<file path="config.mk">
export PLATFORM = sky130hd
export DESIGN_NAME = tpag_div_stage
export DESIGN_NICKNAME = d
export VERILOG_FILES = /design/src/hw/rtl/tpag_pkg.sv /design/src/hw/rtl/tpag_div_stage.sv
export SDC_FILE = /design/constraint.sdc
export NUM_CORES = 1
export LEC_CHECK = 0
export ABC_AREA = 1
export BUFFER_PORTS_ARGS = -buffer_cell sky130_fd_sc_hd__buf_4
export CORE_UTILIZATION = 30
export DETAILED_ROUTE_END_ITERATION = 16
export PLACE_DENSITY_LB_ADDON = 0.2
export SLEW_MARGIN = 20
export SYNTH_ARGS = -nofsm -noshare
export SYNTH_HDL_FRONTEND = slang
export SYNTH_SLANG_ARGS = --single-unit
export TNS_END_PERCENT = 10
</file>
<file path="constraint.sdc">
create_clock -name clock -period 14.7 [get_ports clock]
set_input_delay 4.41 -clock clock [delete_from_list [all_inputs] [get_ports clock]]
set_output_delay 4.41 -clock clock [all_outputs]
set_load 0.1 [all_outputs]
</file>
<file path="src/hw/rtl/tpag_pkg.sv">
package tpag_pkg;

   // Fixed field widths of the ports and register packing
   localparam int INDEX_BITS        = 32;
   localparam int CSR_DATA_BITS     = 64;
   localparam int CSR_INDEX_BITS    = 3;
   localparam int AXIS_COUNT_BITS   = 3;
   localparam int ORDER_BITS        = 8;
   localparam int ORDER_FIELD_BITS  = 2;
   localparam int EXTENT_FIELD_BITS = 16;
   localparam int STRIDE_FIELD_BITS = 32;

   // Quotient bits resolved by one divider stage
   localparam int STEP_BITS = 4;

   // Register indexes
   localparam logic [CSR_INDEX_BITS-1:0] CSR_NUM_AXES            = 3'd0;
   localparam logic [CSR_INDEX_BITS-1:0] CSR_AXIS_ORDER          = 3'd1;
   localparam logic [CSR_INDEX_BITS-1:0] CSR_SOURCE_EXTENTS      = 3'd2;
   localparam logic [CSR_INDEX_BITS-1:0] CSR_SOURCE_STRIDES_LOW  = 3'd3;
   localparam logic [CSR_INDEX_BITS-1:0] CSR_SOURCE_STRIDES_HIGH = 3'd4;
   localparam logic [CSR_INDEX_BITS-1:0] CSR_DEST_STRIDES_LOW    = 3'd5;
   localparam logic [CSR_INDEX_BITS-1:0] CSR_DEST_STRIDES_HIGH   = 3'd6;

   localparam logic [AXIS_COUNT_BITS-1:0] NUM_AXES_RESET   = 3'd4;
   localparam logic [ORDER_BITS-1:0]      AXIS_ORDER_RESET = 8'd228;

   localparam int MAX_AXES_DEFAULT     = 4;
   localparam int EXTENT_BITS_DEFAULT  = 16;
   localparam int ADDRESS_BITS_DEFAULT = 32;

endpackage

</file>
<file path="src/hw/rtl/tpag_div_stage.sv">
module tpag_div_stage #(
   parameter int MAX_AXES    = tpag_pkg::MAX_AXES_DEFAULT,
   parameter int EXTENT_BITS = tpag_pkg::EXTENT_BITS_DEFAULT,
   parameter int SLOT        = 0,
   parameter bit FIRST       = 1'b0,
   parameter bit LAST        = 1'b0
) (
   input  logic                                    clock,
   input  logic                                    reset,
   input  logic                                    in_valid,
   output logic                                    in_ready,
   input  logic [tpag_pkg::INDEX_BITS-1:0]         in_quot,
   input  logic [EXTENT_BITS-1:0]                  in_rem,
   input  logic [MAX_AXES-1:0][EXTENT_BITS-1:0]    in_coord,
   input  logic                                    in_zero,
   input  logic                                    active,
   input  logic [EXTENT_BITS-1:0]                  divisor,
   output logic                                    out_valid,
   input  logic                                    out_ready,
   output logic [tpag_pkg::INDEX_BITS-1:0]         out_quot,
   output logic [EXTENT_BITS-1:0]                  out_rem,
   output logic [MAX_AXES-1:0][EXTENT_BITS-1:0]    out_coord,
   output logic                                    out_zero
);

   logic                                 valid_ff;
   logic [tpag_pkg::INDEX_BITS-1:0]      quot_ff, quot_in;
   logic [EXTENT_BITS-1:0]               rem_ff, rem_in;
   logic [MAX_AXES-1:0][EXTENT_BITS-1:0] coord_ff, coord_in;
   logic                                 zero_ff, zero_in;
   logic [EXTENT_BITS:0]                 trial;

   assign in_ready = !valid_ff || out_ready;

   // Restoring division, STEP_BITS quotient bits per stage; quotient shifts in at the bottom
   always_comb begin
      rem_in   = FIRST ? '0 : in_rem;
      quot_in  = in_quot;
      trial    = '0;
      for (int j = 0; j < tpag_pkg::STEP_BITS; j++) begin
         trial   = {rem_in, quot_in[tpag_pkg::INDEX_BITS-1]};
         quot_in = {quot_in[tpag_pkg::INDEX_BITS-2:0], 1'b0};
         if (trial >= {1'b0, divisor}) begin
            trial      = trial - {1'b0, divisor};
            quot_in[0] = 1'b1;
         end
         rem_in = trial[EXTENT_BITS-1:0];
      end
      coord_in = in_coord;
      zero_in  = in_zero;
      if (active) begin
         if (FIRST && divisor == '0) zero_in = 1'b1;
         if (LAST) coord_in[SLOT] = rem_in;
      end else begin
         // unused axis: pass the item through
         rem_in  = in_rem;
         quot_in = in_quot;
      end
   end

   always_ff @(posedge clock) begin
      if (reset) begin
         valid_ff <= 1'b0;
      end else if (in_ready) begin
         valid_ff <= in_valid;
      end
   end

   always_ff @(posedge clock) begin
      if (in_valid && in_ready) begin
         quot_ff  <= quot_in;
         rem_ff   <= rem_in;
         coord_ff <= coord_in;
         zero_ff  <= zero_in;
      end
   end

   assign out_valid = valid_ff;
   assign out_quot  = quot_ff;
   assign out_rem   = rem_ff;
   assign out_coord = coord_ff;
   assign out_zero  = zero_ff;

endmodule

</file>
* Word-level counts from Yosys, hierarchy flattened *
Cells that the tools add are included.
Widths: inputs -> output; s select.

storage, ports and cells
  logic and storage cells = 29
  bits in registers = 114
  output and inout port bits = 115
  bits of input ports = 134

cells by class
  $add $sub $neg = 4
  $lt $le $gt $ge = 4
  reduce and logical (&&, ||, !) cells = 3
  multiplexer cells = 10

operators by type and width
  cell               number
  $mux 16            5
  $ge 17x16->1       4
  $sub 16x16->16     4
  $mux 32            1
  $mux 1             4
  $logic_and 1x1->1  1
  $logic_not 1->1    1
  $logic_or 1x1->1   1

* Logic depth before layout (Yosys ltp) *
Gate-level depths: netlist of the first run.

  depth after elaboration = 9
  gate-level depth with buffers = 52
  mapped depth without buffers = 50

* Worst setup path after synthesis of the first run *
No wires, ideal clock.

  kind = input port to flip-flop
  from = in divisor[7]
  to = reg rem_ff[14], in the netlist out_rem[14] (data pin)
  slack = 3.854 ns
  stages = 47
  required time = 14.441 ns
  library setup time = 0.259 ns
  buffers on the path = 4
  data arrival time = 10.588 ns
  cell sequence = inv_1 ha_1 nand2_1 inv_1 nand2_1 nand2_1 a21oi_2 nand2_1 a21oi_1 buf_2 o21ai_0 ha_1 nand2_1 inv_1 nand3_1 o21ai_2 inv_1 o21ai_1 [... 11 more ...] o2111ai_1 a21oi_1 nand2_4 buf_2 o21ai_1 inv_1 ha_1 nand2_1 inv_1 a21boi_0 o211ai_1 nand3_1 nand3_1 a21oi_1 nand3_4 buf_4 nand3_1 nand3_1

on the way
  word-level cells in the longest chain between the ends = 9
  elaborated cells between the ends (all ways) = 13
  classes of those cells = add/sub (4); order compare (4); mux (5)

ends and longest elaborated chain
  item                                            line                                        text
  from (decl)                                     tpag_div_stage.sv:17                        input logic [EXTENT_BITS-1:0] divisor,
  $sub 16x16->16 or $ge 17x16->1 (tied branches)  tpag_div_stage.sv:44, tpag_div_stage.sv:43
  $mux 16                                         tpag_div_stage.sv:43                        if (trial >= {1'b0, divisor}) begin
  $sub 16x16->16 or $ge 17x16->1 (tied branches)  tpag_div_stage.sv:44, tpag_div_stage.sv:43
  $mux 16                                         tpag_div_stage.sv:43
  $sub 16x16->16 or $ge 17x16->1 (tied branches)  tpag_div_stage.sv:44, tpag_div_stage.sv:43
  $mux 16                                         tpag_div_stage.sv:43
  $sub 16x16->16 or $ge 17x16->1 (tied branches)  tpag_div_stage.sv:44, tpag_div_stage.sv:43
  $mux 16 (*)                                     tpag_div_stage.sv:43
  $mux 16 (*)                                     tpag_div_stage.sv:51                        if (active) begin
  via rem_in[14]                                  tpag_div_stage.sv:28                        logic [EXTENT_BITS-1:0] rem_ff, rem_in;
  to (signal assigned)                            tpag_div_stage.sv:72                        rem_ff <= rem_in;
  to (decl)                                       tpag_div_stage.sv:28

The timed path passes the listed nets; every way through them passes the cells marked *.
A chain may end at the register's enable or synchronous reset.

* Final worst setup path of the first run *
  from = in divisor[1]
  to = reg rem_ff[13], in the netlist out_rem[13] (data pin)

Same word-level chain as after synthesis.

==> qor.yml, run 1 <==
sta:
  slew_violations: 0
  setup_viol: 0
  fmax_mhz: 80.3
  relSlewSlack_pct: 50.8
  tightest_slew_ps: 737
  final-hold-violation-count: 0
  period_minus_slack_ps: 12450
  period_share_pct: 84.7
  rsz0062_at_grt: "no"
  clock_skew_ps: 12.9
  finalSetupTns_ps: 0
power_and_ir_drop:
  peakVddDrop_v: 0.000120
  leakagePower_nw: 4.99
  power_density_nw_per_um2: 213
logic_synthesis:
  synthFlopType: "edfxtp_1"
  synth.largest_area_cell: "edfxtp_1"
  syn_nets: 1108
  syn_area_per_cell_um2: 8.59
  synth_top_area_share_pct: 43.6
  synth-seq-cells: 114
  synth-edff-count: 113
  async_flop_share_pct: 0
  yosys_warnings: 0
  netlist_instances: 906
  yosysSeqAreaShare_pct: 43.9
  yosys-top-cells-area: "edfxtp_1 (44%), nand2_1 (12%), ha_1 (10%)"
  ys_types: 44
  netlist_area_um2: 7780
floorplanning:
  start_util_pct: 30.7
  die_area_um2: 26600
  ios: 249
  die_w_um: 163
  row_count: 58
  die_h_um: 163
  coreArea_um2: 25300
worst_setup_path:
  critical_path_arrival_ps: 12730
  r2r_end: "out_rem[4]"
  critPathCaptureType: "flop"
  worst_setup_path_start_kind: "primary input"
  crit_start: "divisor[1]"
  critPathRequiredTime_ps: 14980
  path_class: "in2reg"
  cp_slowest_cell: "ha_1"
  rr_worst_depth: 3
  cp_common_cell: "nand2_1"
  endpoint: "out_rem[13]"
  path_max_fanout: 21
  r2r_slack_ps: 12260
  r2r-start: "out_valid"
  slowest_delay_ps: 380
cells_and_area:
  fillCellCount: 2589
  regArea_um2: 3410
  antenna_cells: 0
  syn_to_final_growth_pct: 35.9
  final_common_cell: "nand2_1"
  mostFrequentLayoutCells: "nand2_1 (257), buf_4 (252), edfxtp_1 (113)"
  multi_input_area_um2: 3840
  final_layout_size_suffix_gt1_share_pct: 25.9
  fin_nets: 1359
  final_cell_area_um2: 10600
min_path:
  hold_class: "reg2reg"
global_route:
  grt_pass1_vias: 6774
  antenna_found_initial: 0
  grt_pass1_wl_um: 38200
  gr-usage-all-layers_pct: 19.1
  grt_start_max_net_pins: 58
  globalRouteOverflowTotal: 0
run_status:
  status: "complete, no violations"
clock_network:
  numCtsBuffers: 17
  clk_latency_ps: 420
  cts_tree: "done"
  cts_buffer_depth: 2
  path_clk_slew_ps: 60
  holdBufCountCts: 0
  cts_resized: 0
  postCtsSetupRepairBufs: 0
  clock-sinks: 114
  cts_root_buf: "clkbuf_16"
  cts_max_level: 4
placed_design:
  io_buffers: 248
  dpl.hpwl_um: 20300
  routabilityCongestion: 0.938
  placed_area_um2: 9980
job:
  drv_cap: 0
route:
  dr.first_iter.drc_count: 515
  firstDrtPassIters: 5
  post_drt_wl_per_cell_um: 16.9
  detail-route-antenna-nets: 0
  vias: 7039
  vias_per_cell: 4.69
  drt_wl_total_um: 25300
  drcViolationCount: 0
==> kinds of logic (layout without fill, tap and decap cells) <==
| group | after synthesis | in the layout | synth area share (%) |
|---|---|---|---|
| DFF | 114 | 114 | 43.9 |
| adders and majority gates | 68 | 68 | 11.3 |
| AOI/OAI and AO/OA | 171 | 171 | 12.0 |
| buffers and inverters | 133 | 397 | 6.93 |
| xor gates and xnor gates | 52 | 52 | 5.85 |
| and+or+nand+nor | 368 | 368 | 20.0 |
==> power breakdown <==
group / internal, mW / total, mW / switching (mW) / leakage (nW)
combinational: 0.440 / 1.40 / 0.956 / 3.60
sequential: 0.421 / 0.433 / 0.0123 / 1.11
clock: 0.242 / 0.422 / 0.180 / 0.282
total: 1.10 / 2.25 / 1.15 / 4.99
==> through the flow <==
stage	hold slack, ps	worst slack, ps	util (%)	cells	power [mW]
after detailed placement	530	1940	39.4	1468	1.82
after global placement	527	2140	39.4	1468	1.83
after CTS	537	2350	41.8	1500	2.26
after global routing	567	1440	41.8	1500	2.41
after floorplan	1650	3850	-	906	1.53
final	532	2250	41.8	1500	2.25
==> synthesized netlist by cell type, drive strengths merged (7+ instances only) <==
master and instances:
inv 113, clkbuf 8, nor2 28, nand3 60
o21ai 86, a31oi 7, buf 12, nand2 260
xor2 25, a21oi 54, xnor2 27, ha 64
edfxtp 113
==> cell type report <==
type	count	area share [%]
sequential	114	32.3
clock buffer	17	4.02
tap	330	3.90
inverter	113	4.01
timing repair buffer	252	17.9
multi-input combinational	659	36.3
clock inverter	15	1.57
==> worst max-delay path: cells and delay by family <==
| kind | cells | cell delay, ps |
|---|---|---|
| fa+ha+maj | 4 | 1360 |
| compound gates | 15 | 2960 |
| simple gates | 19 | 2760 |
| buf+inv | 6 | 1220 |
==> per-layer routing <==
metal  wire length [um]  global-route usage, %  vias up
li1                   -                      -     3565
met1              11000                   23.7     3215
met2              12200                   33.0      234
met3               1580                   3.45       25
met4                578                   7.09        0
met5                  0                      0        -
==> flip-flops by register name, summed over array words and instances (netlist names) <==
signal     count
out_coord     64
out_quot      32
out_rem       16
out_valid      1
out_zero       1
==> worst min-delay path by stage <==
| stage | slack (ps) | cells past startpoint | endpoint | startpoint |
|---|---|---|---|---|
| floorplan | 1650 | 2 | out_valid | out_valid |
| global placement | 530 | 2 | out_valid | out_valid |
| detailed placement | 530 | 2 | out_valid | out_valid |
| CTS | 540 | 2 | out_valid | out_valid |
| global route | 570 | 2 | out_valid | out_valid |
| finish | 530 | 2 | out_valid | out_valid |
Note: power is estimated with default switching activity, not from simulation.
==> run 2, diff against run 1 <==
Clock period 14.7 ns to 12.83 ns, I/O delays scaled along.
==> qor.yml, run 2 (same netlist as run 1, synthesis figures left out) <==
run_status:
  status: "complete, no violations"
power_and_ir_drop:
  leakagePower_nw: 4.99
  peakVddDrop_v: 0.000119
  switchingPower_mw: 1.30
  swShare_pct: 50.7
  clockPowerShare_pct: 18.6
  p_comb_share_pct: 62.0
  power_density_nw_per_um2: 242
  seq_power_share_pct: 19.4
  internal-power_mw: 1.26
  total_power_mw: 2.56
route:
  firstDrtPassIters: 6
  drt_wl_total_um: 25300
  vias_per_cell: 4.71
  detail-route-antenna-nets: 0
  dr.first_iter.drc_count: 448
  drcViolationCount: 0
  post_drt_wl_per_cell_um: 16.8
  vias: 7064
sta:
  period_minus_slack_ps: 11770
  rsz0062_at_grt: "no"
  period_share_pct: 91.7
  finalSetupTns_ps: 0
  whs_ps: 532
  setup_viol: 0
  clock_skew_ps: 16.5
  final-hold-violation-count: 0
  slew_violations: 0
  fmax_mhz: 85.0
  tightest_slew_ps: 737
  relSlewSlack_pct: 50.9
worst_setup_path:
  path_class: "in2reg"
  rr_worst_depth: 3
  critical_path.top_delay_family: "compound AO/OA/AOI/OAI gates"
  cp_common_cell: "nand2_1"
  critPathCaptureType: "flop"
  worst_setup_path_start_kind: "primary input"
  critPathRequiredTime_ps: 13110
  r2r_slack_ps: 10380
  r2r-start: "out_valid"
  slowest_delay_ps: 370
  cp_slowest_cell: "ha_1"
  r2r_end: "out_coord[15]"
  critPathBufInv: 6
  path_max_fanout: 21
  critical_path_arrival_ps: 12040
cells_and_area:
  fillCellCount: 2592
  final_layout_size_suffix_gt1_share_pct: 25.9
  final_common_cell: "nand2_1"
  largest_reg_flops: 64
  mostFrequentLayoutCells: "nand2_1 (257), buf_4 (252), edfxtp_1 (113)"
  antenna_cells: 0
  syn_to_final_growth_pct: 35.8
  final_util_pct: 41.7
  fin_nets: 1359
clock_network:
  numCtsBuffers: 17
  cts_tree: "done"
  postCtsSetupRepairBufs: 0
  cts_max_level: 4
  clk_latency_ps: 420
  holdBufCountCts: 0
  clock-sinks: 114
  cts_resized: 0
  cts_root_buf: "clkbuf_16"
  cts_buffer_depth: 2
  path_clk_slew_ps: 60
global_route:
  globalRouteOverflowTotal: 0
  grt_pass1_vias: 6766
  antenna_found_initial: 0
  gr-usage-all-layers_pct: 19.0
  grt_pass1_wl_um: 37900
  grt_start_max_net_pins: 57
placed_design:
  io_buffers: 248
  routabilityCongestion: 0.938
  dpl.hpwl_um: 20300
floorplanning:
  die_w_um: 163
  row_count: 58
  die_area_um2: 26600
  start_util_pct: 30.7
  coreArea_um2: 25300
  die_h_um: 163
  ios: 249
min_path:
  hold_depth: 2
  min_from: "out_valid"
  worstHoldEndpoint: "out_valid"
  hold_class: "reg2reg"
job:
  drv_cap: 0
run 2: metal layers:
metal,track usage (%),vias to the layer above,wire length (um)
met5,0,-,0
met4,7.14,0,549
met3,3.71,27,1730
met2,33.0,257,12300
met1,23.1,3218,10700
li1,-,3562,-
run 2: power by group through the flow:
stage	logic (mW)	registers, mW	clock network, mW
after CTS	1.59	0.499	0.490
after floorplan	0.911	0.842	0
after global placement	1.59	0.506	0
after detailed placement	1.58	0.506	0
final	1.59	0.498	0.476
after global routing	1.74	0.503	0.504
run 2: tightest hold or removal path: cells and delay by family (launching register included):
kind             cells  cell delay, ps
AO/OA/AOI/OAI        1              60
flip-flops           1             340
AND/OR/NAND/NOR      1             100
run 2: worst max path at each step:
stage	from	endpoint	slack [ps]	cells after the start
after floorplan	divisor[7]	out_rem[14]	2540	47
after global placement	divisor[1]	out_rem[2]	820	45
after detailed placement	divisor[1]	out_rem[13]	700	44
after CTS	divisor[1]	out_rem[13]	1110	44
after global routing	divisor[1]	out_rem[13]	150	46
final	divisor[1]	out_rem[8]	1060	44
run 2: cell type report:
type	instances	area, um2	area share (%)
clock buffers	17	425	4.02
clock inverters	15	163	1.54
well taps	330	413	3.91
multi-input cells	659	3840	36.3
inverters	113	424	4.01
repair buffers	252	1890	17.9
flip-flops and latches	114	3410	32.3
run 2: stage by stage:
step | std cells | instance area [um2] | setup slack [ps]
2_1_floorplan | 906 | 7780 | 2540
3_3_place_gp | 1468 | 9980 | 824
3_5_place_dp | 1468 | 9980 | 705
4_1_cts | 1500 | 10600 | 1110
5_1_grt | 1500 | 10600 | 148
6_report | 1500 | 10600 | 1060
